## config.mk

```make
export PLATFORM = sky130hd
export DESIGN_NAME = cprr_horner_step
export DESIGN_NICKNAME = d
export VERILOG_FILES = /design/src/design/cprr_pkg.sv /design/src/design/cprr_horner_step.sv
export SDC_FILE = /design/constraint.sdc
export NUM_CORES = 2
export LEC_CHECK = 0
export BUFFER_PORTS_ARGS = -buffer_cell sky130_fd_sc_hd__buf_2
export CORE_MARGIN = 3
export CORE_UTILIZATION = 35
export DETAILED_ROUTE_END_ITERATION = 7
export MAX_ROUTING_LAYER = met4
export SLEW_MARGIN = 20
export SYNTH_ARGS = -nofsm -noshare
export SYNTH_HDL_FRONTEND = slang
export SYNTH_SLANG_ARGS = --single-unit
```

## constraint.sdc

```tcl
create_clock -name clk_i -period 5.2 [get_ports clk_i]
set_clock_uncertainty 0.2 [all_clocks]
set_input_delay 0.26 -clock clk_i [delete_from_list [all_inputs] [get_ports clk_i]]
set_output_delay 0.26 -clock clk_i [all_outputs]
set_load 0.01 [all_outputs]
```

## src/design/cprr_pkg.sv

```systemverilog
// Shared types and constants for the range-reduced polynomial cosine block.
package cprr_pkg;

  localparam int unsigned ANGLE_W  = 32;
  localparam int unsigned COEF_W   = 26;
  localparam int unsigned COS_W    = 18;
  localparam int unsigned IDX_W    = 4;
  localparam int unsigned ACC_W    = 34;
  localparam int unsigned SQ_W     = 32;
  localparam int unsigned CPRR_LATENCY = 15;

  // pi in Q2.32, pi / 2 in the same scale, floor(2^64 / pi_q32)
  localparam logic [33:0] PI_Q32     = 34'h3_243F_6A89;
  localparam logic [33:0] PI_HALF    = 34'h1_921F_B544;
  localparam logic [31:0] INV_PI_Q64 = 32'd1367130551;

  localparam logic signed [COEF_W-1:0] COEF_ZERO_RST   = 26'sd16777099;
  localparam logic signed [COEF_W-1:0] COEF_SQUARE_RST = -26'sd8387132;
  localparam logic signed [COEF_W-1:0] COEF_FOURTH_RST = 26'sd696036;
  localparam logic signed [COEF_W-1:0] COEF_SIXTH_RST  = -26'sd21324;

  localparam logic signed [COS_W-1:0] ONE_Q16     = 18'sd65536;
  localparam logic signed [COS_W-1:0] NEG_ONE_Q16 = -18'sd65536;

  typedef enum logic [IDX_W-1:0] {
    REG_COEF_ZERO   = 4'd0,
    REG_COEF_SQUARE = 4'd1,
    REG_COEF_FOURTH = 4'd2,
    REG_COEF_SIXTH  = 4'd3
  } cprr_reg_e;

  typedef struct packed {
    logic signed [ANGLE_W-1:0] angle;
    logic                      is_last;
  } cprr_in_t;

  typedef struct packed {
    logic signed [COS_W-1:0] cos_value;
    logic                    last_out;
  } cprr_out_t;

  typedef struct packed {
    logic valid;
    logic odd;
    logic last;
  } cprr_tag_t;

endpackage

```

## src/design/cprr_horner_step.sv

```systemverilog
// One Horner step: acc * r^2 registered, then rounded, scaled and added to a coefficient.
module cprr_horner_step (
  input  logic                                   clk_i,
  input  logic                                   rst_ni,
  input  cprr_pkg::cprr_tag_t                    tag_i,
  input  logic signed [cprr_pkg::ACC_W-1:0]      acc_i,
  input  logic        [cprr_pkg::SQ_W-1:0]       sq_i,
  input  logic signed [cprr_pkg::COEF_W-1:0]     coef_i,
  output cprr_pkg::cprr_tag_t                    tag_o,
  output logic signed [cprr_pkg::ACC_W-1:0]      acc_o,
  output logic        [cprr_pkg::SQ_W-1:0]       sq_o
);
  import cprr_pkg::*;

  localparam int unsigned PROD_W = ACC_W + SQ_W + 1;
  localparam logic signed [PROD_W-1:0] RND = PROD_W'(64'sd536870912);

  cprr_tag_t                 tag_a_q, tag_b_q;
  logic signed [PROD_W-1:0]  prod_d, prod_q;
  logic        [SQ_W-1:0]    sq_a_q, sq_b_q;
  logic signed [PROD_W-1:0]  rnd_sum;
  logic signed [ACC_W-1:0]   acc_d, acc_q;

  assign prod_d  = acc_i * $signed({1'b0, sq_i});
  assign rnd_sum = prod_q + RND;
  assign acc_d   = ACC_W'(coef_i) + $signed(rnd_sum[ACC_W+29:30]);

  always_ff @(posedge clk_i or negedge rst_ni) begin
    if (!rst_ni) begin
      tag_a_q <= '0;
      tag_b_q <= '0;
    end else begin
      tag_a_q <= tag_i;
      tag_b_q <= tag_a_q;
    end
  end

  always_ff @(posedge clk_i) begin
    prod_q <= prod_d;
    sq_a_q <= sq_i;
    acc_q  <= acc_d;
    sq_b_q <= sq_a_q;
  end

  assign tag_o = tag_b_q;
  assign acc_o = acc_q;
  assign sq_o  = sq_b_q;

endmodule

```

* Word-level counts from Yosys, hierarchy flattened
Index checks and enable logic that the tools add are counted.
** Cells by class
- Add/sub/neg operators :: 2
- Multipliers :: 1
** Operators with widths (number)
- adder 64 x 31 -> 64 bit (second input constant) :: 1
- multiplier 34 x 33 -> 64 bit :: 1
- adder 26 x 34 -> 34 bit :: 1
** Storage, ports and cells
- Bits in registers :: 168
- Bits of input ports :: 97
- Word-level logic and storage cells :: 13

* Depth between registers and ports, before layout
- Depth in word-level cells :: 2
- Mapped depth :: 29
- Depth with buffers taken out :: 28

* Least setup slack after synthesis
No wires, ideal clock.
- Path kind :: input port to flip-flop
- From :: input acc_i[33] in the netlist's numbering
- To :: register prod_q[63]
- Setup time :: 0.072 ns
- Arrival :: 7.537 ns
- Slack :: -2.609 ns
- Stages on the path :: 25
- Buffers on the path :: 2
- Cell sequence :: clkbuf_1 clkbuf_1 nand2_1 fa_1 inv_1 fa_1 inv_1 fa_1 fa_1 inv_1 fa_1 fa_1 fa_1 fa_1 ha_1 a21o_1 a21oi_1 o21ai_1 o21a_1 o211ai_1 nand2_1 or3_1 a31o_1 a31oi_1 xnor2_1
** On the way
- Longest elaborated chain between the ends :: 1
** RTL lines
- start, declared :: RTL line cprr_horner_step.sv:6 : input logic signed [cprr_pkg::ACC_W-1:0] acc_i,
- multiplier 34 x 33 -> 64 bit :: RTL line cprr_horner_step.sv:24 : assign prod_d = acc_i * $signed({1'b0, sq_i});
- net prod_d[63] :: RTL line cprr_horner_step.sv:19 : logic signed [PROD_W-1:0] prod_d, prod_q;
- end signal, assigned :: RTL line cprr_horner_step.sv:39 : prod_q <= prod_d;
- end, declared :: RTL line cprr_horner_step.sv:19
The timed path passes the listed nets, and every way through them passes these cells.

* Worst setup path after layout
- From :: input acc_i[26] in the netlist's numbering
- To :: register prod_q[54]
The elaborated chain is that of the path after synthesis.

==> results by group <==
Status
  – Status: finished, violations left
  – Violated checks: negative setup slack

Worst hold path
  – Hold EP: acc_o[4]
  – Hold depth: 3
  – Worst hold path class: input pin to flop
  – Hold Crit Start: coef_i[4]

Timing
  – RSZ-0062 raised after global routing: yes
  – Final Cycle Share: 1.359
  – Final hold slack: 0.03350 ns
  – Final Setup Violations: 35
  – Max-slew violations: 0
  – Worst Tran Pin Value: 0.5274 ns
  – Final Hold Fails: 0
  – PnR worst setup slack: -1.865 ns
  – Max Freq: 141.5 MHz
  – Tmin final: 7.065 ns
  – Worst slew margin: 0.6463

Worst setup path
  – Most common cell on crit path: fa_1
  – CP Class: input pin to flop
  – R2R setup slack: 0.56 ns
  – Slowest stage delay, CP: 0.55 ns
  – Crit. End Element: flop
  – WP data required: 5.41 ns
  – Startpoint Class: input pin
  – RR Startpoint: prod_q[31]
  – CP max stage cell: fa_1
  – Worst EP arrival: 7.28 ns
  – R2r endpoint: acc_o[32]
  – CP max FO: 4
  – R2R depth: 19

Clock network
  – Clk slew on worst S/H paths: 0.07 ns
  – CTS Buf Count: 17
  – Clk buf depth: 2
  – CTS tree: done
  – Worst-skew pair later-pin latency: 0.52 ns
  – CTS Root Cell: clkbuf_16
  – H-tree depth: 4
  – CTS sink cnt: 139

Placed design
  – GPL Wtd Cong: 0.8886
  – Hpwl dp: 101400 um
  – Number of port buffers: 165

Final layout
  – Share of cells above drive strength 1: 0.1895
  – Area Growth Syn to Fin: 21.61%
  – Nets: 6325
  – Post-layout util: 0.4317

Synthesis
  – Async SR Flop Fraction: 0.04317
  – Synthesized netlist cell count: 4398
  – Netlist cell types: 54
  – Post-Synthesis Net Count: 5823
  – Ys flop type: dfxtp_1
  – #FFs+latches synth: 139
  – Syn Area/Cell: 9.595 um2
  – Synth Warn #: 0
  – Synthesized area: 42200 um2
  – EDFF count, synth: 0
  – Sequential fraction of the synthesis area: 0.06666

Die
  – # rows: 126
  – I/O pin cnt: 166
  – Die height: 353.2 um
  – Die area: 124800 um2
  – Initial core utilization: 0.3550
  – Total core area: 118900 um2
  – Die Span X: 353.2 um

Detailed routing
  – First drt pass iteration count: 5
  – Drt drc: 0
  – Post-route ant nets: 0
  – Routed vias: 30240
  – Final wirelength: 119900 um
  – Avg WL per Cell: 18.40 um
  – Via density: 4.641
  – Initial DRC count: 1342

Global routing
  – Number of global-route vias before repair: 33810
  – Initial antenna violation count: 5
  – GRT Util Overall: 0.2063
  – Total gr overflow: 0
  – First-pass GRT wire length: 192800 um
  – Largest net degree at the start of global routing: 32

Run
  – Max-cap viol count: 0
## worst max-delay path: cells and delay by family
kind | cells | cell delay (ns)
compound gates | 8 | 1.44
xor+xnor | 1 | 0.13
fa+ha+maj | 9 | 4.34
simple gates | 2 | 0.41
buf+inv | 9 | 0.65
## cell type report
class,count,area (um2)
clock inverter,13,156.4
timing repair buffer,687,6161
inverter,1103,4146
antenna,2,5.005
sequential,139,2813
fill,11550,67550
clock buffer,19,432.9
tap,1600,2002
multi-input combinational,2952,35600
## placed cells by master, fill, tap and decap left out, types with 13 or more instances in the layout
master         netlist  routed
fa_1              1112    1072
inv_1             1103    1051
and2_1             759     712
buf_4                0     395
nand2_1            368     360
ha_1               216     190
dfxtp_1            133     133
buf_2                1     108
xnor2_1             92      82
buf_6                0      70
a21oi_1             73      55
inv_2                0      50
dlygate4sd3_1        0      48
and2_4               0      47
buf_12               0      41
fa_2                 0      40
nand3_1             37      32
xor2_1              32      30
nor2_1              33      30
a21o_1              28      28
ha_4                 0      26
o21ai_0             28      22
o21bai_1            19      18
clkbuf_16            0      18
a21oi_2              1      15
and3_1              14      13
## how the worst max path moves through the flow
stage / start / end / slack [ns]
floorplan: sq_i[1] / prod_q[63] / -2.09
global placement: sq_i[0] / prod_q[55] / -2.85
detailed placement: sq_i[0] / prod_q[55] / -2.87
CTS: acc_i[10] / prod_q[61] / -1.86
global route: acc_i[26] / prod_q[54] / -2.05
finish: acc_i[26] / prod_q[54] / -1.86
## routing by layer
layer,track usage,wire length (um),vias up
met5,-,0,-
met4,0.05480,3410,0
met3,0.02928,5984,128
met2,0.3393,57940,685
met1,0.2680,52570,15820
li1,-,-,13600
## synthesized netlist by cell type (2+ instances only)
| master | instances | share of area |
|---|---|---|
| fa_1 | 1112 | 0.53 |
| inv_1 | 1103 | 0.098 |
| and2_1 | 759 | 0.11 |
| nand2_1 | 368 | 0.033 |
| ha_1 | 216 | 0.064 |
| clkbuf_1 | 203 | 0.018 |
| dfxtp_1 | 133 | 0.063 |
| xnor2_1 | 92 | 0.019 |
| a21oi_1 | 73 | 0.0087 |
| nand3_1 | 37 | 0.0044 |
| nor2_1 | 33 | 0.0029 |
| xor2_1 | 32 | 0.0066 |
| a21o_1 | 28 | 0.0050 |
| o21ai_0 | 28 | 0.0033 |
| o21bai_1 | 19 | 0.0034 |
| o21ai_1 | 15 | 0.0018 |
| and3_1 | 14 | 0.0021 |
| o21a_1 | 13 | 0.0023 |
| nand4_1 | 12 | 0.0018 |
| nor3_1 | 11 | 0.0013 |
| a211oi_1 | 10 | 0.0018 |
| nor2b_1 | 10 | 0.0015 |
| a31oi_1 | 8 | 0.0012 |
| o211ai_1 | 7 | 0.0012 |
| dfrtp_1 | 6 | 0.0036 |
| nand2b_1 | 6 | 0.00089 |
| o31ai_1 | 6 | 0.0011 |
| a221oi_1 | 5 | 0.0010 |
| and4_1 | 3 | 0.00062 |
| o31a_1 | 3 | 0.00062 |
| or3_1 | 3 | 0.00044 |
| a2111oi_0 | 2 | 0.00042 |
| a31oi_4 | 2 | 0.0010 |
| nor3b_1 | 2 | 0.00036 |
| nor4_1 | 2 | 0.00030 |
| o2111ai_1 | 2 | 0.00042 |
| o41ai_2 | 2 | 0.00077 |
| or2_2 | 2 | 0.00030 |
## timing repair
item                                    in CTS  in global routing
endpoints found under the setup margin      35                 39
hold buffers                                48                  0
gates cloned                                 7                  1
hold endpoints to repair                    52                  0
setup buffers                               23                 22
gates resized for setup                    327                 99
pin swaps                                  144                 99
## cell families (layout without fill, tap and decap cells)
family / count (synthesis) / in the layout / share of synthesized area
adders and majority gates: 1328 / 1328 / 0.5916
buffers and inverters: 1307 / 1822 / 0.1163
and+or+nand+nor: 1268 / 1268 / 0.1635
AOI/OAI and AO/OA: 232 / 232 / 0.03617
DFF: 139 / 139 / 0.06666
xor gates and xnor gates: 124 / 124 / 0.02574
other: 0 / 2 / 0
## flip-flops by register name (all words and copies together) (netlist names)
| register | flops |
|---|---|
| acc_o | 34 |
| prod_q | 35 |
| sq_a_q | 32 |
| sq_o | 32 |
| tag_a_q | 3 |
| tag_o | 3 |
## metrics by stage
step | TNS [ns] | instance area, um2 | worst slack (ns) | instances
6_report | -55.90 | 51320 | -1.865 | 6515
5_1_grt | -61.41 | 51310 | -2.054 | 6514
3_5_place_dp | -88.74 | 48100 | -2.875 | 6391
4_1_cts | -54.83 | 50810 | -1.859 | 6497
3_3_place_gp | -87.94 | 48100 | -2.851 | 6391
2_1_floorplan | -53.37 | 42690 | -2.087 | 4398
Power is left out: the tool's default activity adds up to more than one toggle a clock period on the data nets, which glitch-free logic cannot reach.
